$ cat config.mk
export PLATFORM = sky130hd
export DESIGN_NAME = softswitch_bank_mapper_unit
export DESIGN_NICKNAME = d
export VERILOG_FILES = /design/src/hw/rtl/sbm_pkg.sv /design/src/hw/rtl/softswitch_bank_mapper_unit.sv
export VERILOG_INCLUDE_DIRS = /design/src /design/src/hw/rtl
export SDC_FILE = /design/constraint.sdc
export NUM_CORES = 1
export LEC_CHECK = 0
export BUFFER_PORTS_ARGS = -buffer_cell sky130_fd_sc_hd__buf_2
export CORE_MARGIN = 1
export CORE_UTILIZATION = 51
export CTS_CLUSTER_SIZE = 14
export DETAILED_ROUTE_END_ITERATION = 8
export GPL_ROUTABILITY_DRIVEN = 0
export GPL_TIMING_DRIVEN = 0
export MAX_ROUTING_LAYER = met4
export PLACE_DENSITY = 0.76
export SLEW_MARGIN = 20
export SYNTH_ARGS = -nofsm -noshare
export SYNTH_HDL_FRONTEND = slang
export SYNTH_SLANG_ARGS = --single-unit
$ cat constraint.sdc
create_clock -name clock -period 2.8 [get_ports clock]
set_clock_uncertainty 0.05 [all_clocks]
set_input_delay 0.56 -clock clock [delete_from_list [all_inputs] [get_ports clock]]
set_output_delay 0.56 -clock clock [all_outputs]
set_load 0.05 [all_outputs]
$ cat src/hw/rtl/softswitch_bank_mapper_unit_assert.svh
// assertion macros for the soft switch bank mapper
// expect clock and reset in the using scope; compiled out when SYNTHESIS is defined
`ifndef SOFTSWITCH_BANK_MAPPER_UNIT_ASSERT_SVH
`define SOFTSWITCH_BANK_MAPPER_UNIT_ASSERT_SVH

`ifndef SYNTHESIS

// implication that must hold on every clock edge outside reset
`define SBM_ASSERT_HOLDS(lbl, ante, cons) \
   lbl: assert property (@(posedge clock) disable iff (reset) (ante) |-> (cons)) \
      else $error("sbm: same-cycle check failed");

// implication whose consequence is checked in the next cycle
`define SBM_ASSERT_NEXT(lbl, ante, cons) \
   lbl: assert property (@(posedge clock) disable iff (reset) (ante) |=> (cons)) \
      else $error("sbm: next-cycle check failed");

`else

`define SBM_ASSERT_HOLDS(lbl, ante, cons)
`define SBM_ASSERT_NEXT(lbl, ante, cons)

`endif

`endif

$ cat src/hw/rtl/sbm_pkg.sv
// types and constants for the soft switch bank mapper
// no dependencies
`default_nettype none

package sbm_pkg;

   localparam int FLAG_W     = 18;
   localparam int FLAG_IDX_W = 5;

   typedef logic [FLAG_W-1:0]     flags_type;
   typedef logic [FLAG_IDX_W-1:0] flag_idx_type;

   // flag bit positions; the first sixteen also follow status select order
   localparam flag_idx_type FLAG_PAGE2   = 5'd0;
   localparam flag_idx_type FLAG_TEXT    = 5'd1;
   localparam flag_idx_type FLAG_MIXED   = 5'd2;
   localparam flag_idx_type FLAG_HIRES   = 5'd3;
   localparam flag_idx_type FLAG_BANK2   = 5'd4;
   localparam flag_idx_type FLAG_LCRAM   = 5'd5;
   localparam flag_idx_type FLAG_80STORE = 5'd6;
   localparam flag_idx_type FLAG_RAMRD   = 5'd7;
   localparam flag_idx_type FLAG_RAMWRT  = 5'd8;
   localparam flag_idx_type FLAG_ALTZP   = 5'd9;
   localparam flag_idx_type FLAG_80COL   = 5'd10;
   localparam flag_idx_type FLAG_ALTCHAR = 5'd11;
   localparam flag_idx_type FLAG_IOUDIS  = 5'd12;
   localparam flag_idx_type FLAG_DHIRES  = 5'd13;
   localparam flag_idx_type FLAG_C3ROM   = 5'd14;
   localparam flag_idx_type FLAG_CXROM   = 5'd15;
   localparam flag_idx_type FLAG_PREWR   = 5'd16;
   localparam flag_idx_type FLAG_LCWRT   = 5'd17;

   // switch codes
   localparam logic [5:0] CODE_VIDEO_LAST = 6'd7;
   localparam logic [5:0] CODE_LC_FIRST   = 6'd8;
   localparam logic [5:0] CODE_LC_LAST    = 6'd15;
   localparam logic [5:0] CODE_PAIR_FIRST = 6'd16;
   localparam logic [5:0] CODE_PAIR_LAST  = 6'd35;
   localparam logic [5:0] CODE_STATUS     = 6'd36;

   localparam logic [4:0] STATUS_SEL_COUNT = 5'd16;
   localparam logic [7:0] STATUS_SET_BYTE  = 8'h80;

   // flag driven by each off/on pair
   function automatic flag_idx_type pair_flag_idx(input logic [3:0] pair);
      flag_idx_type idx;
      case (pair)
         4'd0:    idx = FLAG_PAGE2;
         4'd1:    idx = FLAG_HIRES;
         4'd2:    idx = FLAG_TEXT;
         4'd3:    idx = FLAG_MIXED;
         4'd4:    idx = FLAG_80STORE;
         4'd5:    idx = FLAG_RAMRD;
         4'd6:    idx = FLAG_RAMWRT;
         4'd7:    idx = FLAG_ALTZP;
         4'd8:    idx = FLAG_80COL;
         4'd9:    idx = FLAG_ALTCHAR;
         4'd10:   idx = FLAG_IOUDIS;
         4'd11:   idx = FLAG_DHIRES;
         4'd12:   idx = FLAG_C3ROM;
         4'd13:   idx = FLAG_CXROM;
         default: idx = FLAG_PAGE2;
      endcase
      return idx;
   endfunction

endpackage

`default_nettype wire

$ cat src/hw/rtl/softswitch_bank_mapper_unit.sv
// soft switch bank mapper: beats pass the input register, then the result
// register; one beat per cycle unless rsp_ready stalls; the flag register is
// read and updated once per beat in the decode stage, which sets the rate
// synchronous active-high reset clears all mode flags (rom / main / protected)
// and empties both pipeline registers
// depends on sbm_pkg and softswitch_bank_mapper_unit_assert.svh
`default_nettype none

`include "softswitch_bank_mapper_unit_assert.svh"

module softswitch_bank_mapper_unit (
   input  wire logic       clock,
   input  wire logic       reset,
   input  wire logic       req_valid,
   output logic            req_ready,
   input  wire logic [5:0] req_type,
   input  wire logic [4:0] req_status_select,
   output logic            rsp_valid,
   input  wire logic       rsp_ready,
   output logic [7:0]      rsp_read_data,
   output logic [2:0]      rsp_d000_read_src,
   output logic [2:0]      rsp_d000_write_dst,
   output logic [1:0]      rsp_e000_read_src,
   output logic [1:0]      rsp_e000_write_dst,
   output logic [6:0]      rsp_aux_select_map,
   output logic [1:0]      rsp_rom_select_map,
   output logic            rsp_display_page2,
   output logic            rsp_redraw_request
);

   import sbm_pkg::*;

   // input register
   logic       s1_valid_ff, s1_valid_in;
   logic [5:0] s1_type_ff;
   logic [4:0] s1_sel_ff;

   // result register
   logic       rsp_valid_ff, rsp_valid_in;
   logic [7:0] read_data_ff, read_data_in;
   logic [2:0] d000_rd_ff, d000_rd_in;
   logic [2:0] d000_wr_ff, d000_wr_in;
   logic [1:0] e000_rd_ff, e000_rd_in;
   logic [1:0] e000_wr_ff, e000_wr_in;
   logic [6:0] aux_sel_ff, aux_sel_in;
   logic [1:0] rom_sel_ff, rom_sel_in;
   logic       page2_ff, page2_in;
   logic       redraw_ff, redraw_in;

   flags_type  flags_ff, flags_in;

   logic         advance;
   logic         is_pair, is_lc, is_status;
   logic [5:0]   pair_rel;
   logic [3:0]   pair;
   flag_idx_type pidx;
   logic [2:0]   lc_n;
   logic         status_bit;
   logic [1:0]   bank;
   logic         az, st, p2, rr, rw, hgr80, cx;

   assign advance   = s1_valid_ff && (!rsp_valid_ff || rsp_ready);
   assign req_ready = !s1_valid_ff || advance;

   assign is_pair   = (s1_type_ff <= CODE_VIDEO_LAST) ||
                      ((s1_type_ff >= CODE_PAIR_FIRST) && (s1_type_ff <= CODE_PAIR_LAST));
   assign is_lc     = (s1_type_ff >= CODE_LC_FIRST) && (s1_type_ff <= CODE_LC_LAST);
   assign is_status = (s1_type_ff == CODE_STATUS);
   assign pair_rel  = s1_type_ff - CODE_PAIR_FIRST;
   assign pair      = (s1_type_ff <= CODE_VIDEO_LAST) ? {2'b00, s1_type_ff[2:1]}
                                                       : pair_rel[4:1] + 4'd4;
   assign pidx      = pair_flag_idx(pair);
   assign lc_n      = s1_type_ff[2:0];

   always_comb begin
      flags_in  = flags_ff;
      redraw_in = 1'b0;
      if (is_pair) begin
         flags_in[pidx] = s1_type_ff[0];
         if (flags_ff[pidx] != s1_type_ff[0]) begin
            if (pidx == FLAG_HIRES || pidx == FLAG_TEXT || pidx == FLAG_MIXED ||
                pidx == FLAG_DHIRES || pidx == FLAG_ALTCHAR) begin
               redraw_in = 1'b1;
            end
            if (pidx == FLAG_80COL && (flags_ff[FLAG_TEXT] || flags_ff[FLAG_MIXED] ||
                                       flags_ff[FLAG_DHIRES])) begin
               redraw_in = 1'b1;
            end
         end
      end else if (is_lc) begin
         // two odd accesses with no even one between enable writes, an even one disarms and disables writes
         if (lc_n[0]) begin
            if (flags_ff[FLAG_PREWR]) begin
               flags_in[FLAG_LCWRT] = 1'b1;
            end
            flags_in[FLAG_PREWR] = 1'b1;
         end else begin
            flags_in[FLAG_PREWR] = 1'b0;
            flags_in[FLAG_LCWRT] = 1'b0;
         end
         flags_in[FLAG_LCRAM] = (lc_n[1:0] == 2'd0) || (lc_n[1:0] == 2'd3);
         flags_in[FLAG_BANK2] = !lc_n[2];
      end
   end

   // status read; c3rom reads reversed, selects of sixteen and above read zero
   always_comb begin
      status_bit = flags_ff[s1_sel_ff[3:0]];
      if (s1_sel_ff[3:0] == FLAG_C3ROM[3:0]) begin
         status_bit = !status_bit;
      end
      read_data_in = (is_status && (s1_sel_ff < STATUS_SEL_COUNT) && status_bit)
                     ? STATUS_SET_BYTE : 8'h00;
   end

   // selects from the updated flags
   always_comb begin
      bank  = flags_in[FLAG_BANK2] ? 2'd2 : 2'd1;
      az    = flags_in[FLAG_ALTZP];
      st    = flags_in[FLAG_80STORE];
      p2    = flags_in[FLAG_PAGE2];
      rr    = flags_in[FLAG_RAMRD];
      rw    = flags_in[FLAG_RAMWRT];
      hgr80 = st && flags_in[FLAG_HIRES];
      cx    = flags_in[FLAG_CXROM];

      d000_rd_in = flags_in[FLAG_LCRAM] ? ({1'b0, bank} + {1'b0, az, 1'b0}) : 3'd0;
      d000_wr_in = flags_in[FLAG_LCWRT] ? ({1'b0, bank} + {1'b0, az, 1'b0}) : 3'd0;
      e000_rd_in = flags_in[FLAG_LCRAM] ? (2'd1 + {1'b0, az}) : 2'd0;
      e000_wr_in = flags_in[FLAG_LCWRT] ? (2'd1 + {1'b0, az}) : 2'd0;
      aux_sel_in = {az,
                    hgr80 ? p2 : rw,
                    hgr80 ? p2 : rr,
                    st ? p2 : rw,
                    st ? p2 : rr,
                    rw,
                    rr};
      rom_sel_in = {cx || flags_in[FLAG_C3ROM], cx};
      page2_in   = p2 && !st;
   end

   always_comb begin
      s1_valid_in = s1_valid_ff;
      if (req_valid && req_ready) begin
         s1_valid_in = 1'b1;
      end else if (advance) begin
         s1_valid_in = 1'b0;
      end
      rsp_valid_in = rsp_valid_ff;
      if (advance) begin
         rsp_valid_in = 1'b1;
      end else if (rsp_ready) begin
         rsp_valid_in = 1'b0;
      end
   end

   always_ff @(posedge clock) begin
      if (reset) begin
         s1_valid_ff  <= 1'b0;
         rsp_valid_ff <= 1'b0;
         flags_ff     <= '0;
      end else begin
         s1_valid_ff  <= s1_valid_in;
         rsp_valid_ff <= rsp_valid_in;
         if (advance) begin
            flags_ff <= flags_in;
         end
      end
   end

   always_ff @(posedge clock) begin
      if (req_valid && req_ready) begin
         s1_type_ff <= req_type;
         s1_sel_ff  <= req_status_select;
      end
      if (advance) begin
         read_data_ff <= read_data_in;
         d000_rd_ff   <= d000_rd_in;
         d000_wr_ff   <= d000_wr_in;
         e000_rd_ff   <= e000_rd_in;
         e000_wr_ff   <= e000_wr_in;
         aux_sel_ff   <= aux_sel_in;
         rom_sel_ff   <= rom_sel_in;
         page2_ff     <= page2_in;
         redraw_ff    <= redraw_in;
      end
   end

   assign rsp_valid          = rsp_valid_ff;
   assign rsp_read_data      = read_data_ff;
   assign rsp_d000_read_src  = d000_rd_ff;
   assign rsp_d000_write_dst = d000_wr_ff;
   assign rsp_e000_read_src  = e000_rd_ff;
   assign rsp_e000_write_dst = e000_wr_ff;
   assign rsp_aux_select_map = aux_sel_ff;
   assign rsp_rom_select_map = rom_sel_ff;
   assign rsp_display_page2  = page2_ff;
   assign rsp_redraw_request = redraw_ff;

   // write enable only ever rises off an armed prewrite
   `SBM_ASSERT_HOLDS(a_lcwrt_armed, $rose(flags_ff[FLAG_LCWRT]), $past(flags_ff[FLAG_PREWR]))
   // a beat leaving the input register always lands in the result register
   `SBM_ASSERT_NEXT(a_advance_lands, advance, rsp_valid_ff)
   // d000 and e000 regions switch between rom and ram together
   `SBM_ASSERT_HOLDS(a_region_agree, rsp_valid_ff, (d000_rd_ff == 3'd0) == (e000_rd_ff == 2'd0))

endmodule

`default_nettype wire
==> summary.md <==
| Metric | Value |
|---|---|
| CP peak stage delay | `roughly 0.5 ns` |
| Ys async rst share | `0%` |
| DRT Wirelength | `6730 um` |
| Cells after DPL | `376` |
| Gr usage total | `a little under a quarter` |
| Mapped Cells | `between 200 and 300` |
| First-pass GRT wire length | `between 10000 and 15000 um` |
| Die X | `77.2 um` |
| Top FF cell, synth | `edfxtp_1` |
| Initial core utilization | `52.7%` |
| Leak | `1.51 nW` |
| Sequential area share after synthesis | `48.2%` |
| WL per Instance | `roughly 16 um` |
| Grt ovf | `0` |
| CTS tree | `done` |
| R2r endpoint | `rsp_d000_write_dst[1]` |
| H-tree level count | `2` |
| Hold Path Sink | `s1_type_ff[5]` |
| Initial DRC Count | `roughly 230` |
| Syn-to-layout area delta | `28.1%` |
| Drt drc | `0` |
| Net count reported at finish | `360` |
| Vias in the first global route | `2021` |
| Fin util | `67.5%` |
| Count of flip-flops with a built-in enable after synthesis | `33` |
| CTS max path bufs | `2` |
| Area of the multi-input gates | `1560 um^2` |
| Worst slew margin | `50.6%` |
| Hold_sp | `req_type[5]` |
| Kind of start point of the critical path | `flip-flop` |
| Family with the most delay on the worst path | `multiplexers` |
| Worst Tran Pin Value | `0.736 ns` |
| Unrepaired setup endpoints after global routing | `yes` |
| Gate power share | `~27%` |
| Post-Layout Cell Count | `410` |
| Core Footprint | `approximately 5500 um^2` |
| CTS Buf Count | `5` |
| Die Span Y | `approximately 77 um` |
| Num rows | `27` |
| Crit path buf inv count | `4` |
| CP arrival | `roughly 2.9 ns` |
| Max Cap Violations | `0` |
| Syn Std Cell Area | `between 2000 and 3000 um^2` |
| Layout fillers | `413` |
| Ports | `46` |
| Slowest cell on crit path | `edfxtp_1` |
| Final setup margin | `-0.0384 ns` |
| Worst endpoint required time | `2.81 ns` |
| CP Class | `reg -> reg` |
| Post-DP HPWL | `approximately 4400 um` |
| CTS root buffer | `clkbuf_8` |
| DRT Pass-1 Iters | `6` |
| Peak supply drop | `0.293 mV` |
| Failing checks | `setup timing` |
| Hold Path Class | `in -> reg` |
| Die area | `5960 um^2` |
| Distinct cells, synth | `53` |
| CP max FO | `7` |
| Sequential share of power | `approximately 48%` |
| Hold Crit Depth | `1` |
| DR vias | `2300` |
| Clock period minus worst slack | `approximately 2.8 ns` |
| Period utilization | `101%` |
| Max Fclk | `between 300 and 400 MHz` |
| Largest net degree at the start of global routing | `32` |
| Worst-path clk slew | `0.10 ns` |
| Critical path endpoint category | `flip-flop` |
| Hold buffers post-CTS | `0` |
| Antenna violations before repair | `0` |
| Input/output buffers | `37` |
| Clock share of power | `24.6%` |
| Final-report hold violation count | `0` |
| R2r worst-path depth | `12` |
| Worst-path cell chain | `inv_2 -> ha_4 -> o31ai_4 -> buf_4 -> mux2_4 -> nor3_4 -> nand2_2 -> mux2i_4 -> inv_2 -> ha_4 -> inv_4 -> nor2_2` |
| Final setup fails | `3` |
| Pint | `roughly 1.3 mW` |
| Clk_lat worst skew | `0.32 ns` |
| Via/cell ratio | `5.61` |
| Syn Area/Cell | `11.0 um^2` |
| Outcome | `finished with violations` |
| Antenna-violating nets left | `0` |
| Synth Register Bits | `53` |
| Max Slew Vio Count | `0` |
| Worst r2r src | `s1_type_ff[4]` |
| Sw Pwr | `a little over 0.6 mW` |
| Power Density | `506 nW/um^2` |
| Register area | `1390 um^2` |
| Clock sink count | `53` |
| Setup slack, reg-to-reg | `-0.04 ns` |
| Share of layout cells above drive strength 1 | `38.8%` |
| Sw Share | `32.9%` |
| Ant diodes | `0` |
| YS warnings | `0` |
## layout make-up
type                       instances  share of cell area [%]
multi-input combinational        182                    42.1
sequential                        53                    37.7
timing repair buffer              63                    10.5
buffer                            17                    3.12
tap                               72                    2.44
clock buffer                       5                    1.86
inverter                          15                    1.59
clock inverter                     3                   0.711
## cell usage after synthesis (2+ instances only)
| cell | instances | area share, % |
|---|---|---|
| nor3_1 | 5 | 0.87 |
| o21ai_1 | 2 | 0.35 |
| o21ai_0 | 2 | 0.35 |
| mux4_2 | 7 | 5.5 |
| nor4_1 | 6 | 1.3 |
| nand3_1 | 3 | 0.52 |
| nand2b_1 | 3 | 0.65 |
| nand2_1 | 14 | 1.8 |
| or4_1 | 2 | 0.52 |
| o22ai_1 | 2 | 0.43 |
| edfxtp_1 | 33 | 34 |
| nor3_2 | 3 | 1.0 |
| nor2_1 | 39 | 5.1 |
| clkbuf_1 | 6 | 0.78 |
| buf_4 | 9 | 2.3 |
| ha_1 | 8 | 3.5 |
| and2_1 | 3 | 0.65 |
| nor2_2 | 3 | 0.65 |
| a21oi_1 | 10 | 1.7 |
| inv_1 | 13 | 1.7 |
| and3_1 | 2 | 0.43 |
| nor2b_1 | 3 | 0.65 |
| dfxtp_1 | 20 | 14 |
| mux2i_1 | 27 | 9.4 |
| or2_1 | 2 | 0.43 |
| a211oi_1 | 5 | 1.3 |
| o21a_1 | 3 | 0.78 |
## how the worst max path moves through the flow
stage	cells past startpoint	to	slack [ns]	startpoint
2_1_floorplan	13	rsp_d000_write_dst[1]	-0.002	s1_type_ff[2]
3_3_place_gp	11	rsp_d000_write_dst[1]	-0.29	s1_type_ff[4]
3_5_place_dp	11	rsp_d000_write_dst[1]	-0.33	s1_type_ff[4]
4_1_cts	11	rsp_d000_write_dst[1]	0.007	s1_type_ff[3]
5_1_grt	10	rsp_redraw_request	-0.14	s1_type_ff[4]
6_report	12	rsp_d000_write_dst[1]	-0.04	s1_type_ff[4]
## cells by family after synthesis
kind of cell               count (synthesis)  share of synthesized area (%)
muxes                                     38                           16.6
buffers and inverters                     32                           5.64
AOI/OAI and AO/OA                         34                           8.89
other                                      1                          0.130
DFF                                       53                           48.2
and+or+nand+nor                           95                           17.0
adders and majority gates                  8                           3.47
## routing by layer
| layer | vias up | GRT usage, % | routed length (um) |
|---|---|---|---|
| li1 | 1088 | - | - |
| met1 | 1105 | 29.4 | 2840 |
| met2 | 83 | 36.5 | 3250 |
| met3 | 24 | 4.88 | 383 |
| met4 | 0 | 9.25 | 249 |
| met5 | - | - | 0 |
## worst reg2reg max path, stage by stage, from the launching register on
cell and delay, ns:
edfxtp_1 0.49, inv_2 0.09, ha_4 0.32, o31ai_4 0.08
buf_4 0.15, mux2_4 0.36, nor3_4 0.31, nand2_2 0.13
mux2i_4 0.21, inv_2 0.11, ha_4 0.20, inv_4 0.06
nor2_2 0.03
## power by group through the flow
stage               logic (mW)  registers, mW  clock network (mW)
floorplan                0.255          0.971                   0
CTS                      0.447          0.897               0.460
finish                   0.513          0.898               0.460
detailed placement       0.392          0.917                   0
global placement         0.384          0.916                   0
global route             0.544          0.902               0.494
## cell usage in the layout (no fill, tap or decap), drive strengths merged, types with 3 or more instances in the layout
cell,netlist,final
nor2,42,42
nand2,14,14
conb,1,7
a21oi,10,10
o21a,3,3
or2,3,3
nand2b,3,3
and2,3,3
ha,8,8
nand3,3,3
a211oi,7,7
clkbuf,6,11
dfxtp,20,20
nor4,6,6
o21ai,4,4
mux2i,28,28
mux4,7,7
mux2,3,3
inv,14,15
nor3,9,9
nor2b,3,3
edfxtp,33,33
buf,11,74
## sequential cells by signal (all words and copies together) (netlist names)
signal and count:
flags_ff 18, rsp_aux_select_map 7, rsp_d000_read_src 3, rsp_d000_write_dst 3
rsp_display_page2 1, rsp_e000_read_src 2, rsp_e000_write_dst 2, rsp_read_data 1
rsp_redraw_request 1, rsp_rom_select_map 2, rsp_valid 1, s1_sel_ff 5
s1_type_ff 6, s1_valid_ff 1
## what timing repair did
action / CTS / global route
resized for setup: 16 / 17
buffers inserted: 17 / 11
pin swaps: 8 / 10
setup endpoints to repair: 15 / 18
## through the flow
step	setup WS, ns	hold slack [ns]	cell area, um^2	TNS, ns	power, mW
floorplan	-0.00236	0.399	2970	-0.00236	1.23
global route	-0.138	0.350	3690	-0.711	1.94
detailed placement	-0.325	0.428	3250	-2.65	1.31
finish	-0.0384	0.360	3690	-0.0800	1.87
CTS	0.00695	0.360	3520	0	1.80
global placement	-0.289	0.407	3240	-4.18	1.30
Power figures use the tool's default switching activity.
